<file path="config.mk">
export PLATFORM = sky130hd
export DESIGN_NAME = sql_array_literal_parser
export DESIGN_NICKNAME = d
export VERILOG_FILES = /design/src/hdl/salp_pkg.sv /design/src/hdl/sql_array_literal_parser.sv
export SDC_FILE = /design/constraint.sdc
export NUM_CORES = 1
export LEC_CHECK = 0
export BUFFER_PORTS_ARGS = -buffer_cell sky130_fd_sc_hd__buf_2
export CAP_MARGIN = 10
export CORE_MARGIN = 4
export CORE_UTILIZATION = 45
export DETAILED_ROUTE_END_ITERATION = 10
export GPL_ROUTABILITY_DRIVEN = 0
export MAX_ROUTING_LAYER = met4
export PLACE_DENSITY = 0.64
export SYNTH_ARGS = -nofsm -noshare
export SYNTH_HDL_FRONTEND = slang
export SYNTH_SLANG_ARGS = --single-unit
</file>
<file path="constraint.sdc">
create_clock -name clk -period 2.5 [get_ports clk]
set_input_delay 0.125 -clock clk [delete_from_list [all_inputs] [get_ports clk]]
set_output_delay 0.125 -clock clk [all_outputs]
set_load 0.03 [all_outputs]
</file>
<file path="src/hdl/salp_pkg.sv">
// ----------------------------------------------------------------------------
// salp_pkg: shared definitions for the array literal parser
// Byte codes of the literal syntax, result kinds and the result record.
// ----------------------------------------------------------------------------
`default_nettype none

package salp_pkg;

	// Bytes with a meaning in the literal syntax.
	localparam logic [7:0] CH_NUL   = 8'h00;
	localparam logic [7:0] CH_OPEN  = 8'h7B;
	localparam logic [7:0] CH_CLOSE = 8'h7D;
	localparam logic [7:0] CH_COMMA = 8'h2C;
	localparam logic [7:0] CH_QUOTE = 8'h22;
	localparam logic [7:0] CH_BSL   = 8'h5C;

	// Kind of one result item.
	typedef enum logic [1:0] {
		K_DATA   = 2'd0,
		K_END    = 2'd1,
		K_ACCEPT = 2'd2,
		K_REJECT = 2'd3
	} kind_t;

	// Decision for one byte: whether a result is produced, and its contents.
	typedef struct packed {
		logic        hit;
		kind_t       kind;
		logic [7:0]  ch;
	} res_t;

endpackage

`default_nettype wire

</file>
<file path="src/hdl/sql_array_literal_parser.sv">
// A request is registered in stage 1, and its result, if any, in the output register (stage 2).
// Throughput: one byte per cycle unless a byte waits for the output register; the phase register is the only loop.
// A byte that gives no result passes on while a result waits to be taken; a byte
// that gives a result waits until the output register is free.
// Reset (arst_n low, asynchronous) empties both stages and returns the parser
// to the start phase, expecting an opening brace or the terminator.
// ----------------------------------------------------------------------------
// sql_array_literal_parser: streaming parser for text array literals
// Takes one byte per request, strips quoting and escapes, and emits element
// bytes, element-end marks and an accept or reject verdict per string.
// ----------------------------------------------------------------------------
`default_nettype none

module sql_array_literal_parser (
	input  wire logic       clk,
	input  wire logic       arst_n,
	input  wire logic       s_tvalid,
	output logic            s_tready,
	input  wire logic [7:0] s_tdata,   // [7:0] char_in
	output logic            m_tvalid,
	input  wire logic       m_tready,
	output logic [7:0]      m_tdata,   // [7:0] char_out
	output logic [1:0]      m_tuser    // [1:0] kind
);

	typedef enum logic [3:0] {
		PH_START    = 4'd0,
		PH_OPEN     = 4'd1,
		PH_ELEM     = 4'd2,
		PH_UNQ      = 4'd3,
		PH_QUOTE    = 4'd4,
		PH_ESC      = 4'd5,
		PH_AFTERQ   = 4'd6,
		PH_CLOSED   = 4'd7,
		PH_REJECTED = 4'd8
	} phase_t;

	logic              valid_s1;
	logic [7:0]        char_s1;
	logic              valid_s2;
	salp_pkg::kind_t   kind_s2;
	logic [7:0]        char_s2;
	phase_t            phase_q;
	phase_t            phase_nx;
	salp_pkg::res_t    res;
	logic              out_free;
	logic              advance;
	logic              out_load;
	logic              is_nul;

	// Handshake: stage 1 moves on when the output register can take its result, or when its byte gives no result.
	assign out_free = !valid_s2 || m_tready;
	assign advance  = valid_s1 && (out_free || !res.hit);
	assign out_load = advance && res.hit;
	assign s_tready = !valid_s1 || advance;
	assign is_nul   = (char_s1 == salp_pkg::CH_NUL);

	// Per-byte decision from the current phase.
	always_comb begin
		phase_nx = phase_q;
		res      = '{hit: 1'b0, kind: salp_pkg::K_DATA, ch: 8'h00};
		case (phase_q)
			PH_OPEN, PH_ELEM: begin
				if (phase_q == PH_OPEN && char_s1 == salp_pkg::CH_CLOSE) begin
					phase_nx = PH_CLOSED;
				end else if (char_s1 == salp_pkg::CH_QUOTE) begin
					phase_nx = PH_QUOTE;
				end else if (is_nul || char_s1 == salp_pkg::CH_OPEN) begin
					phase_nx = is_nul ? PH_START : PH_REJECTED;
					res      = '{hit: 1'b1, kind: salp_pkg::K_REJECT, ch: 8'h00};
				end else if (char_s1 == salp_pkg::CH_COMMA) begin
					phase_nx = PH_ELEM;
					res      = '{hit: 1'b1, kind: salp_pkg::K_END, ch: 8'h00};
				end else if (char_s1 == salp_pkg::CH_CLOSE) begin
					phase_nx = PH_CLOSED;
					res      = '{hit: 1'b1, kind: salp_pkg::K_END, ch: 8'h00};
				end else begin
					phase_nx = PH_UNQ;
					res      = '{hit: 1'b1, kind: salp_pkg::K_DATA, ch: char_s1};
				end
			end
			PH_UNQ: begin
				if (char_s1 == salp_pkg::CH_COMMA) begin
					phase_nx = PH_ELEM;
					res      = '{hit: 1'b1, kind: salp_pkg::K_END, ch: 8'h00};
				end else if (char_s1 == salp_pkg::CH_CLOSE) begin
					phase_nx = PH_CLOSED;
					res      = '{hit: 1'b1, kind: salp_pkg::K_END, ch: 8'h00};
				end else if (is_nul) begin
					phase_nx = PH_START;
					res      = '{hit: 1'b1, kind: salp_pkg::K_REJECT, ch: 8'h00};
				end else begin
					res      = '{hit: 1'b1, kind: salp_pkg::K_DATA, ch: char_s1};
				end
			end
			PH_QUOTE: begin
				if (is_nul) begin
					phase_nx = PH_START;
					res      = '{hit: 1'b1, kind: salp_pkg::K_REJECT, ch: 8'h00};
				end else if (char_s1 == salp_pkg::CH_BSL) begin
					phase_nx = PH_ESC;
				end else if (char_s1 == salp_pkg::CH_QUOTE) begin
					phase_nx = PH_AFTERQ;
				end else begin
					res      = '{hit: 1'b1, kind: salp_pkg::K_DATA, ch: char_s1};
				end
			end
			PH_ESC: begin
				if (is_nul) begin
					phase_nx = PH_START;
					res      = '{hit: 1'b1, kind: salp_pkg::K_REJECT, ch: 8'h00};
				end else begin
					phase_nx = PH_QUOTE;
					res      = '{hit: 1'b1, kind: salp_pkg::K_DATA, ch: char_s1};
				end
			end
			PH_AFTERQ: begin
				if (char_s1 == salp_pkg::CH_COMMA) begin
					phase_nx = PH_ELEM;
					res      = '{hit: 1'b1, kind: salp_pkg::K_END, ch: 8'h00};
				end else if (char_s1 == salp_pkg::CH_CLOSE) begin
					phase_nx = PH_CLOSED;
					res      = '{hit: 1'b1, kind: salp_pkg::K_END, ch: 8'h00};
				end else begin
					phase_nx = is_nul ? PH_START : PH_REJECTED;
					res      = '{hit: 1'b1, kind: salp_pkg::K_REJECT, ch: 8'h00};
				end
			end
			PH_CLOSED: begin
				if (is_nul) begin
					phase_nx = PH_START;
					res      = '{hit: 1'b1, kind: salp_pkg::K_ACCEPT, ch: 8'h00};
				end else begin
					phase_nx = PH_REJECTED;
					res      = '{hit: 1'b1, kind: salp_pkg::K_REJECT, ch: 8'h00};
				end
			end
			PH_REJECTED: begin
				// Everything up to the terminator is dropped silently.
				if (is_nul) begin
					phase_nx = PH_START;
				end
			end
			default: begin
				// Start phase; unused codes behave the same way.
				if (is_nul) begin
					phase_nx = PH_START;
					res      = '{hit: 1'b1, kind: salp_pkg::K_ACCEPT, ch: 8'h00};
				end else if (char_s1 == salp_pkg::CH_OPEN) begin
					phase_nx = PH_OPEN;
				end else begin
					phase_nx = PH_REJECTED;
					res      = '{hit: 1'b1, kind: salp_pkg::K_REJECT, ch: 8'h00};
				end
			end
		endcase
	end

	// Control state: stage valids, the parse phase and the output register.
	always_ff @(posedge clk or negedge arst_n) begin
		if (!arst_n) begin
			valid_s1 <= 1'b0;
			valid_s2 <= 1'b0;
			kind_s2  <= salp_pkg::K_DATA;
			char_s2  <= 8'h00;
			phase_q  <= PH_START;
		end else begin
			if (s_tready) begin
				valid_s1 <= s_tvalid;
			end
			if (out_load) begin
				valid_s2 <= 1'b1;
				kind_s2  <= res.kind;
				char_s2  <= res.ch;
			end else if (m_tready) begin
				valid_s2 <= 1'b0;
			end
			if (advance) begin
				phase_q <= phase_nx;
			end
		end
	end

	// Input byte register.
	always_ff @(posedge clk) begin
		if (s_tready && s_tvalid) begin
			char_s1 <= s_tdata;
		end
	end

	assign m_tvalid = valid_s2;
	assign m_tdata  = char_s2;
	assign m_tuser  = kind_s2;

	// A data byte is never the terminator, and other kinds carry a zero byte.
	a_data_nonzero: assert property (@(posedge clk) disable iff (!arst_n)
		out_load && res.kind == salp_pkg::K_DATA |-> res.ch != salp_pkg::CH_NUL)
		else $error("data result carries the terminator byte");

	a_mark_zero: assert property (@(posedge clk) disable iff (!arst_n)
		m_tvalid && m_tuser != salp_pkg::K_DATA |-> m_tdata == 8'h00)
		else $error("non-data result carries a nonzero byte");

	// After an accept the parser is back at the start.
	a_accept_start: assert property (@(posedge clk) disable iff (!arst_n)
		out_load && res.kind == salp_pkg::K_ACCEPT |=> phase_q == PH_START)
		else $error("accept did not return to start");

	// A reject on the terminator restarts at once; any other reject drops input.
	a_reject_phase: assert property (@(posedge clk) disable iff (!arst_n)
		out_load && res.kind == salp_pkg::K_REJECT |=>
		(phase_q == PH_START) == ($past(char_s1) == salp_pkg::CH_NUL))
		else $error("reject left the parser in the wrong phase");

endmodule

`default_nettype wire
</file>
# Word-level counts from Yosys, hierarchy flattened
# Index checks and enable logic that the tools add are counted.
# Widths: inputs -> output; s select.
# word_totals
elab_cells	72
out_inout_bits	12
reg_bits	24
inputBits	12
# classes
n_reduce_logical	15
n_mux	37
n_eq_ne	14
# ops
cell	count
$mux 11	7
$pmux 11 s7	1
$mux 10	6
$mux 4	14
$pmux 4 s7	1
$mux 9	3
$eq 8x7->1 const B	3
$eq 4x3->1 const B	4
$eq 8x6->1 const B	2
$mux 3	3
$eq 4x2->1 const B	2
$logic_not 8->1	1
$eq 4x1->1 const B	1
$eq 4x4->1 const B	1
$logic_and 1x1->1	4
$logic_or 1x1->1	4
$ne 4x4->1 const B	1
$logic_not 1->1	3
$mux 1	2
$reduce_and 2->1	1
$reduce_bool 2->1	1
$reduce_or 2->1	1

# Longest topological paths before layout
# Gate-level depths: netlist (run 1).
# logic_depth
depth_word	12
mapped_depth	8
mapped_depth_nobuf	6

# Worst setup path after synthesis (run 1)
# No wires, ideal clock.
# synth_path
kind	register to register
startpoint	register char_s1[6]
endpoint	register char_s1[0], enable pin
synth_period_minus_slack_ns	2.280
n_path_buf	0
required_ns	2.127
stages_incl_launch_ff	7
t_arrival_ns	1.907
path_slack_ns	0.220
setup_time_ns	0.373
cell_sequence	edfxtp_1 nor4b_2 nand2_1 a32oi_2 a31o_1 nor2_1 nor2b_1
# synth_via
elab_chain_cells	10
word_cells_on_any_way	19
classes_between	eq/ne: 4; mux: 8; reduce/logical: 7
# synth_lines
item	line	text
start, declared	sql_array_literal_parser.sv:39	logic [7:0] char_s1;
start signal, assigned	sql_array_literal_parser.sv:187	char_s1 <= s_tdata;
$eq 8x6->1	sql_array_literal_parser.sv:66, sql_array_literal_parser.sv:102	
$mux 11	sql_array_literal_parser.sv:102	end else if (char_s1 == salp_pkg::CH_QUOTE) begin
$mux 11	sql_array_literal_parser.sv:100	end else if (char_s1 == salp_pkg::CH_BSL) begin
$mux 11	sql_array_literal_parser.sv:97	if (is_nul) begin
$pmux 11 s7 (*)	sql_array_literal_parser.sv:62	case (phase_q)
$logic_not 1->1 (*)	sql_array_literal_parser.sv:53	assign advance = valid_s1 && (out_free || !res.hit);
$logic_or 1x1->1 (*)	sql_array_literal_parser.sv:53	
$logic_and 1x1->1 (*)	sql_array_literal_parser.sv:53	
$logic_or 1x1->1 (*)	sql_array_literal_parser.sv:55	assign s_tready = !valid_s1 || advance;
$logic_and 1x1->1 (*)	sql_array_literal_parser.sv:186	if (s_tready && s_tvalid) begin
# Every way passes the cells marked *; elsewhere a longest branch is shown, timed or not.
# A chain may end at the register's enable or synchronous reset.

# Worst setup path after layout (run 1)
# layout_path
startpoint	register char_s1[1]
endpoint	output port s_tready
# layout_via
elab_chain_cells	9
word_cells_on_any_way	18
classes_between	eq/ne: 4; mux: 8; reduce/logical: 6
# layout_lines
item	line	text
$eq 8x6->1	sql_array_literal_parser.sv:66, sql_array_literal_parser.sv:102	
$mux 11	sql_array_literal_parser.sv:102	
$mux 11	sql_array_literal_parser.sv:100	
$mux 11	sql_array_literal_parser.sv:97	
$pmux 11 s7 (*)	sql_array_literal_parser.sv:62	
$logic_not 1->1 (*)	sql_array_literal_parser.sv:53	
$logic_or 1x1->1 (*)	sql_array_literal_parser.sv:53	
$logic_and 1x1->1 (*)	sql_array_literal_parser.sv:53	
$logic_or 1x1->1 (*)	sql_array_literal_parser.sv:55	
end, declared	sql_array_literal_parser.sv:18	output logic s_tready,
# Marked as above.

==> reports/results.tsv, run 1 <==
metric	value	unit
reg2regPathDepth	6	
synthTopCellsByArea	dfrtp_1 26%, edfxtp_1 15%, nand2_1 5.8%	
p_sw_frac	0.451	
status	finished clean	
setup_viol	0	
whs_endpoint	m_tvalid	
synth_top_area_frac	0.258	
fin_skew	0.00257	ns
r2r-end	char_s1[1]	
wire_per_inst	14.8	µm
path_buf_inv	4	
slowest_delay	0.46	ns
critPathArrivalTime	2.23	ns
grt.total_usage	0.198	
p_total	2.16	mW
p_leak	0.811	nW
grt_pass1_wl	6.60	mm
final_common_cell	nand2_1	
first_pass_iters	4	
slew_headroom	0.610	
cts_tree	built	
max-cap-violations	0	
grt_pass1_vias	1466	
core_area	3340	µm²
first_iter_violations	141	
hold_slack	0.174	ns
grt_overflow_total	0	
clkPwrFrac	0.129	
synth_warnings	0	
setup_ws	0.141	ns
die_area	4450	µm²
dp.final_hpwl	2.89	mm
synth_area	1550	µm²
grt_max_degree	21	
crit_type	reg2out	
antenna_found_initial	0	
area_growth	28.2	%
die_w	66.7	µm
synth_edf_count	8	
worstSetupStartpointType	flip-flop	
antenna_cells	0	
hold_class	in2reg	
holdCritStartpoint	m_tready	
h-tree-depth	1	
layout_min_cycle_time	2.36	ns
wirelength	3.83	mm
root_buffer	clkbuf_4	
cts_buffer_depth	2	
ir_worst_vdd	0.560	mV
fmax	424	MHz
period_share	0.944	
ant_nets	0	
cp_data_required_time	2.38	ns
cp_max_fo	5	
crit_path_end_kind	output port	
synth_cell_types	55	
port_buffers	23	
cp_top_family	compound AO/OA/AOI/OAI gates	
ioPinCount	24	
synth_seq_cells	24	
cts.sinks	24	
syn_nets	176	
vias	1496	
pwr-share-seq	0.309	
finish.utilization	0.597	
reg2reg_slack	0.19	ns
clk_pin_slew	0.12	ns
cp_common_cell	buf_4	
holdPathStages	3	
internal_power	1.19	mW
drt-vias-per-instance	5.78	
pre_cts_slack	0.182	ns
cp_cell_sequence	buf_4, nor3_1, nand3_1, a211o_1, a31o_1, nor2_2, buf_4, inv_1, buf_2	
yosysSeqAreaShare	0.413	
synthFlopType	dfrtp_1	
initial_core_util	0.465	
power.density	1090	nW/µm²
clk_latency	0.32	ns
yosysTopAreaCell	dfrtp_1	
drc	0	
netlist_instances	164	
power_switching	975	µW
async_flop_share	0.667	
rr_startpoint	char_s1[0]	
drive_gt1_frac	0.286	
hold_viol_final	0	
postSynthAreaPerCell	9.47	µm²
crit_slowest_cell	edfxtp_1	
tns	0	ns
final_cell_mix	24 x nand2_1, 23 x buf_2, 20 x buf_4, 15 x dfrtp_1	
worstMarginPinSlew	0.583	ns
nets	226	
numCtsBuffers	3	
drv_slew	0	
rows	21	
die_y	66.7	µm
p_comb_frac	0.562	
==> power groups by stage <==
stage,logic [mW],registers (mW),clock network [mW]
finish,1.22,0.668,0.278
global route,1.32,0.692,0.296
CTS,1.19,0.668,0.285
detailed placement,1.17,0.678,0
global placement,1.16,0.667,0
floorplan,0.747,0.799,0
==> flip-flops by register name, summed over array words and instances (netlist names) <==
signal / cells
valid_s1: 1
m_tvalid: 1
m_tuser: 2
phase_q: 4
char_s1: 8
m_tdata: 8
==> worst register-to-register path: cells and delay by family, from the launching register on <==
kind / cells / cell delay [ns]
AO/OA/AOI/OAI: 2 / 0.44
flip-flops: 1 / 0.49
AND/OR/NAND/NOR: 4 / 1.03
==> metal layers <==
layer / global-route usage / part of all wire
met1: 0.241 / 0.42
met2: 0.322 / 0.51
met5: - / 0
met4: 0.0939 / 0.030
met3: 0.0304 / 0.040
==> synth_stat cells, drive strengths merged, types with 2 or more instances <==
library cell   n
a21oi         11
a221oi         2
a2bb2oi        2
a32oi          3
and2           3
and4b          2
and4bb         2
buf            7
dfrtp         16
edfxtp         8
inv            4
mux2           2
mux2i          2
nand2         25
nand2b         4
nand3          3
nand4          4
nor2           7
nor2b          5
nor3           6
nor4b          2
o211ai         4
o21ai         16
o31ai          2
or2            2
xnor2          2
==> area by class of cell <==
type | count | area (µm²)
multi-input cells | 128 | 858
clock inverters | 1 | 30.0
clock buffers | 3 | 22.5
fillers | 296 | 1350
well taps | 46 | 57.6
flip-flops and latches | 24 | 642
inverters | 4 | 15.0
repair buffers | 53 | 365
==> metrics by stage <==
| stage | cell area, µm² | instances |
|---|---|---|
| CTS | 1950 | 256 |
| detailed placement | 1800 | 242 |
| finish | 1990 | 259 |
| global placement | 1800 | 242 |
| floorplan | 1550 | 164 |
| global route | 1990 | 259 |
==> worst max-delay path by stage <==
stage	start	end	slack (ns)	cells after the start
floorplan	char_s1[6]	char_s1[0]	0.22	6
global placement	phase_q[0]	m_tdata[7]	0.24	6
detailed placement	phase_q[0]	m_tdata[7]	0.18	7
CTS	phase_q[0]	s_tready	0.06	8
global route	char_s1[1]	s_tready	-0.03	9
finish	char_s1[1]	s_tready	0.14	9
==> kinds of logic (layout without fill, tap and decap cells) <==
logic type	count (synthesis)	after routing	synth area share
and+or+nand+nor	67	67	0.252
AOI/OAI and AO/OA	53	53	0.240
DFF	24	24	0.413
buffers and inverters	12	61	0.0443
muxes	4	4	0.0274
xor gates and xnor gates	3	3	0.0169
adders and majority gates	1	1	0.00645
==> timing repair <==
action / 4_1_cts / 5_1_grt
gates resized for setup: 0 / 4
endpoints found under the setup margin: 0 / 3
setup buffers: 0 / 3
hold buffers: 10 / 0
endpoints found under the hold margin: 25 / 0
(Power assumes the default switching activity.)
==> run 2: changes to the inputs <==
==> constraint.sdc (replaced) <==
create_clock -name clk -period 2.5 [get_ports clk]
set_input_delay 0.5 -clock clk [delete_from_list [all_inputs] [get_ports clk]]
set_output_delay 0.5 -clock clk [all_outputs]
set_load 0.03 [all_outputs]
==> reports/results.tsv, run 2 (synthesized netlist as in run 1, its figures left out) <==
metric	value	unit	change
status	complete, but fails checks		
violations	setup timing		
clk_pin_slew	0.14	ns	+0.02 ns
grt_overflow_total	0		unchanged
drive_gt1_frac	0.364		+0.0777
crit_path_end_kind	output port		
cp_data_required_time	2.00	ns	-0.38 ns
fin_area	2040	µm²	+2.6%
antenna_cells	0		unchanged
clk_latency	0.33	ns	about the same
drt-vias-per-instance	5.94		+2.9%
p_leak	0.852	nW	+5.1%
first_iter_violations	143		+1.4%
area_growth	31.6	%	
cts_tree	built		
antenna_found_initial	0		unchanged
nets	230		+1.8%
power.density	1120	nW/µm²	+2.7%
core_area	3340	µm²	unchanged
finish.utilization	0.612		+0.0157
vias	1563		+4.5%
pre_cts_slack	0.145	ns	-0.0368 ns
die_area	4450	µm²	unchanged
first_pass_iters	5		+1
setup_ws	-0.146	ns	-0.287 ns
h-tree-depth	1		unchanged
place_area	1760	µm²	-2.1%
wirelength	4.29	mm	+12%
placedCellCount	237		-2.1%
grt_max_degree	21		unchanged
worstMarginPinSlew	0.450	ns	-0.133 ns
die_y	66.7	µm	unchanged
cts.sinks	24		unchanged
ioPinCount	24		unchanged
layout_min_cycle_time	2.65	ns	+0.287 ns
cp_max_fo	5		unchanged
setup_viol	1		+1
rows	21		unchanged
fmax	378	MHz	-11%
port_buffers	23		unchanged
regArea	642	µm²	unchanged
p_total	2.28	mW	+5.4%
rsz0062_at_grt	yes		
drc	0		unchanged
numCtsBuffers	3		unchanged
critPathLaunch	char_s1[0]		
worstSetupStartpointType	flip-flop		
rr_startpoint	char_s1[6]		
grt.total_usage	0.196		-0.00242
multi_input_comb_area	892	µm²	+3.9%
max-cap-violations	0		unchanged
final_common_cell	buf_4		
fillers	275		-7.1%
fin_skew	0.0151	ns	+0.0125 ns
initial_core_util	0.465		unchanged
period_share	1.06		+0.115
root_buffer	clkbuf_4		
r2r-end	char_s1[2]		
ctsHoldBuffers	0		-10
grt_pass1_wl	6.41	mm	-2.8%
crit_type	reg2out		
cts_buffer_depth	2		unchanged
ir_worst_vdd	0.703	mV	+26%
grt_pass1_vias	1385		-5.5%
hold_class	in2async		
layout.cells.non_filler	263		+1.5%
crit_end	s_tready		
drv_slew	0		unchanged
reg2regPathDepth	10		+4
wire_per_inst	16.3	µm	+10%
slew_headroom	0.692		+0.0818
critPathArrivalTime	2.15	ns	-0.08 ns
hold_viol_final	0		unchanged
reg2reg_slack	0.09	ns	-0.10 ns
ant_nets	0		unchanged
dp.final_hpwl	2.73	mm	-5.3%
final_cell_mix	32 x buf_4, 23 x nand2_1, 22 x buf_2, 15 x dfrtp_1		
die_w	66.7	µm	unchanged
run 2: per-stage QoR:
step	TNS (ns)	hold slack (ns)
after detailed placement	0	0.442
after floorplan	0	0.204
final	-0.146	0.0592
after CTS	-0.107	0.0735
after global placement	0	0.430
after global routing	-0.307	0.0744
run 2: worst max-delay path, stage by stage, from the launching register on:
cell,delay (ns)
edfxtp_1,0.48
buf_4,0.17
buf_4,0.12
and4b_1,0.24
nand4_1,0.19
nand2_2,0.10
a31o_1,0.21
nor2_2,0.11
inv_1,0.06
buf_6,0.13
run 2: how the worst min path moves through the flow:
stage,slack (ns),endpoint,cells after the start,startpoint
floorplan,0.20,m_tdata[0],0,arst_n
global placement,0.43,phase_q[0],1,arst_n
detailed placement,0.44,phase_q[1],1,arst_n
CTS,0.07,m_tuser[1],1,arst_n
global route,0.07,m_tuser[1],1,arst_n
finish,0.06,m_tuser[1],1,arst_n
run 2: what timing repair did:
item                                    4_1_cts  5_1_grt
pin swaps                                     5       10
setup buffers                                 9       13
resized for setup                             6        8
endpoints found under the setup margin        1        9
run 2: area by class of cell:
| cell class | count | share of cell area |
|---|---|---|
| clock buffers | 3 | 0.0110 |
| clock inverters | 1 | 0.0147 |
| multi-input cells | 128 | 0.437 |
| well taps | 46 | 0.0282 |
| repair buffers | 57 | 0.188 |
| inverters | 4 | 0.00735 |
| flip-flops and latches | 24 | 0.314 |
run 2: metal layers:
layer | track usage | vias up | share of wire
met3 | 0.0287 | 21 | 0.083
met4 | 0.112 | 0 | 0.040
met2 | 0.317 | 99 | 0.50
li1 | - | 724 | -
met1 | 0.232 | 719 | 0.38
met5 | - | - | 0
run 2: where the power goes:
part           switching, mW  internal, mW
sequential             0.129         0.541
combinational          0.780         0.546
clock                  0.121         0.162
total                   1.03          1.25
==> run 3: changes to the inputs <==
--- a/config.mk
+++ b/config.mk
@@ -11,6 +11,7 @@
 export CORE_UTILIZATION = 45
 export DETAILED_ROUTE_END_ITERATION = 10
 export GPL_ROUTABILITY_DRIVEN = 0
+export GPL_TIMING_DRIVEN = 0
 export MAX_ROUTING_LAYER = met4
 export PLACE_DENSITY = 0.64
 export SYNTH_ARGS = -nofsm -noshare
==> reports/results.tsv, run 3 (synthesized netlist as in run 1, its figures left out) <==
metric	value	unit	change
status	complete, but fails checks		
violations	setup timing		
slew_headroom	0.711		+0.0185
wire_per_inst	16.6	µm	+1.7%
layout_min_cycle_time	2.63	ns	-0.0125 ns
core_area	3340	µm²	unchanged
initial_core_util	0.465		unchanged
hold_slack	0.0734	ns	+0.0142 ns
rows	21		unchanged
wirelength	4.35	mm	+1.3%
root_buffer	clkbuf_4		
power_switching	1.04	mW	+0.86%
setup_viol	1		unchanged
clkPwrFrac	0.124		about the same
grt_pass1_wl	6.82	mm	+6.3%
p_leak	0.850	nW	-0.19%
pwr-share-seq	0.274		-0.020
clk_latency	0.32	ns	about the same
crit_path_end_kind	output port		
rsz0062_at_grt	yes		
cp_cell_sequence	nor4b_4, buf_4, a221oi_4, nand2_2, a31o_1, nor2_2, inv_1, buf_6		
area_growth	30.6	%	
cp_data_required_time	2.00	ns	about the same
regArea	641	µm²	-0.20%
drv_slew	0		unchanged
first_pass_iters	8		+3
ioPinCount	24		unchanged
drc	0		unchanged
antenna_cells	0		unchanged
die_y	66.7	µm	unchanged
p_comb_frac	0.602		+0.020
clk_pin_slew	0.14	ns	about the same
ir_worst_vdd	0.659	mV	-6.3%
cts_buffer_depth	2		unchanged
grt.total_usage	0.210		+0.0148
crit_slowest_cell	edfxtp_1		
cp_max_fo	4		-1
hold_class	in2async		
critPathArrivalTime	2.13	ns	-0.02 ns
layout.cells.non_filler	262		-0.38%
ant_nets	0		unchanged
dp.final_hpwl	2.81	mm	+3.0%
port_buffers	23		unchanged
p_total	2.28	mW	-0.14%
max-cap-violations	0		unchanged
setup_ws	-0.133	ns	+0.0125 ns
grt_overflow_total	0		unchanged
crit_type	reg2out		
grt_pass1_vias	1448		+4.5%
nets	229		-0.43%
internal_power	1.24	mW	-0.96%
worstSetupStartpointType	flip-flop		
multi_input_comb_area	896	µm²	+0.42%
grt_max_degree	17		-19%
fmax	380	MHz	+0.48%
hold_viol_final	0		unchanged
final_cell_mix	26 x buf_2, 25 x buf_4, 24 x nand2_1, 16 x dfrtp_1		
path_buf_inv	3		-1
cts.sinks	24		unchanged
numCtsBuffers	3		unchanged
die_area	4450	µm²	unchanged
power.density	1120	nW/µm²	+0.60%
cp_top_family	compound AO/OA/AOI/OAI gates		
first_iter_violations	182		+27%
antenna_found_initial	0		unchanged
die_w	66.7	µm	unchanged
vias	1525		-2.4%
rr_startpoint	char_s1[5]		
fin_area	2030	µm²	-0.73%
drt-vias-per-instance	5.82		-2.1%
critPathLaunch	char_s1[5]		
h-tree-depth	1		unchanged
drive_gt1_frac	0.343		-0.0215
worstMarginPinSlew	0.434	ns	-0.0161 ns
place_area	1730	µm²	-2.1%
fillers	299		+8.7%
cts_tree	built		
fin_skew	0.00749	ns	-0.00762 ns
ctsHoldBuffers	0		unchanged
period_share	1.05		-0.00502
placedCellCount	233		-1.7%
p_sw_frac	0.457		+0.00450
slowest_delay	0.47	ns	about the same
final_common_cell	buf_2		
==> run 3: power groups by stage <==
stage / clock (mW) / combinational, mW / sequential (mW)
2_1_floorplan: 0 / 0.747 / 0.799
6_report: 0.283 / 1.37 / 0.623
5_1_grt: 0.302 / 1.48 / 0.639
4_1_cts: 0.286 / 1.30 / 0.621
3_5_place_dp: 0 / 1.20 / 0.636
3_3_place_gp: 0 / 1.18 / 0.628
==> run 3: layout make-up <==
class / count / share of cell area
Sequential cell: 24 / 0.316
Timing Repair Buffer: 48 / 0.154
Tap cell: 46 / 0.0284
Clock buffer: 3 / 0.0111
Inverter: 4 / 0.00740
Buffer: 8 / 0.0265
Clock inverter: 1 / 0.0148
Multi-Input combinational cell: 128 / 0.442
==> run 3: final timing paths <==
check,to,slack (ns),cells past startpoint
max reg2reg,m_tdata[7],0.12,9
min in group clk,char_s1[5],0.34,1
min reg2reg,m_tdata[2],0.50,2
min,m_tuser[0],0.07,1
max in group asynchronous,m_tvalid,2.15,1
max,s_tready,-0.13,8
==> run 3: routing by layer <==
| metal | part of all wire | GRT usage |
|---|---|---|
| met1 | 0.38 | 0.255 |
| met2 | 0.51 | 0.339 |
| met3 | 0.072 | 0.0304 |
| met4 | 0.037 | 0.112 |
| met5 | 0 | - |
==> run 3: through the flow <==
step,setup TNS [ns],util,worst slack [ns]
after floorplan,0,-,0.220
after global placement,-1.07,0.517,-0.132
after detailed placement,-1.41,0.517,-0.175
after CTS,-0.0563,0.589,-0.0563
after global routing,-0.223,0.608,-0.223
final,-0.133,0.608,-0.133
==> run 3: repair_timing <==
| item | in CTS | in global routing |
|---|---|---|
| endpoints found under the setup margin | 9 | 1 |
| resized for setup | 8 | 3 |
| buffers inserted | 20 | 5 |
| pin swaps | 12 | 11 |
| cloned | 0 | 0 |
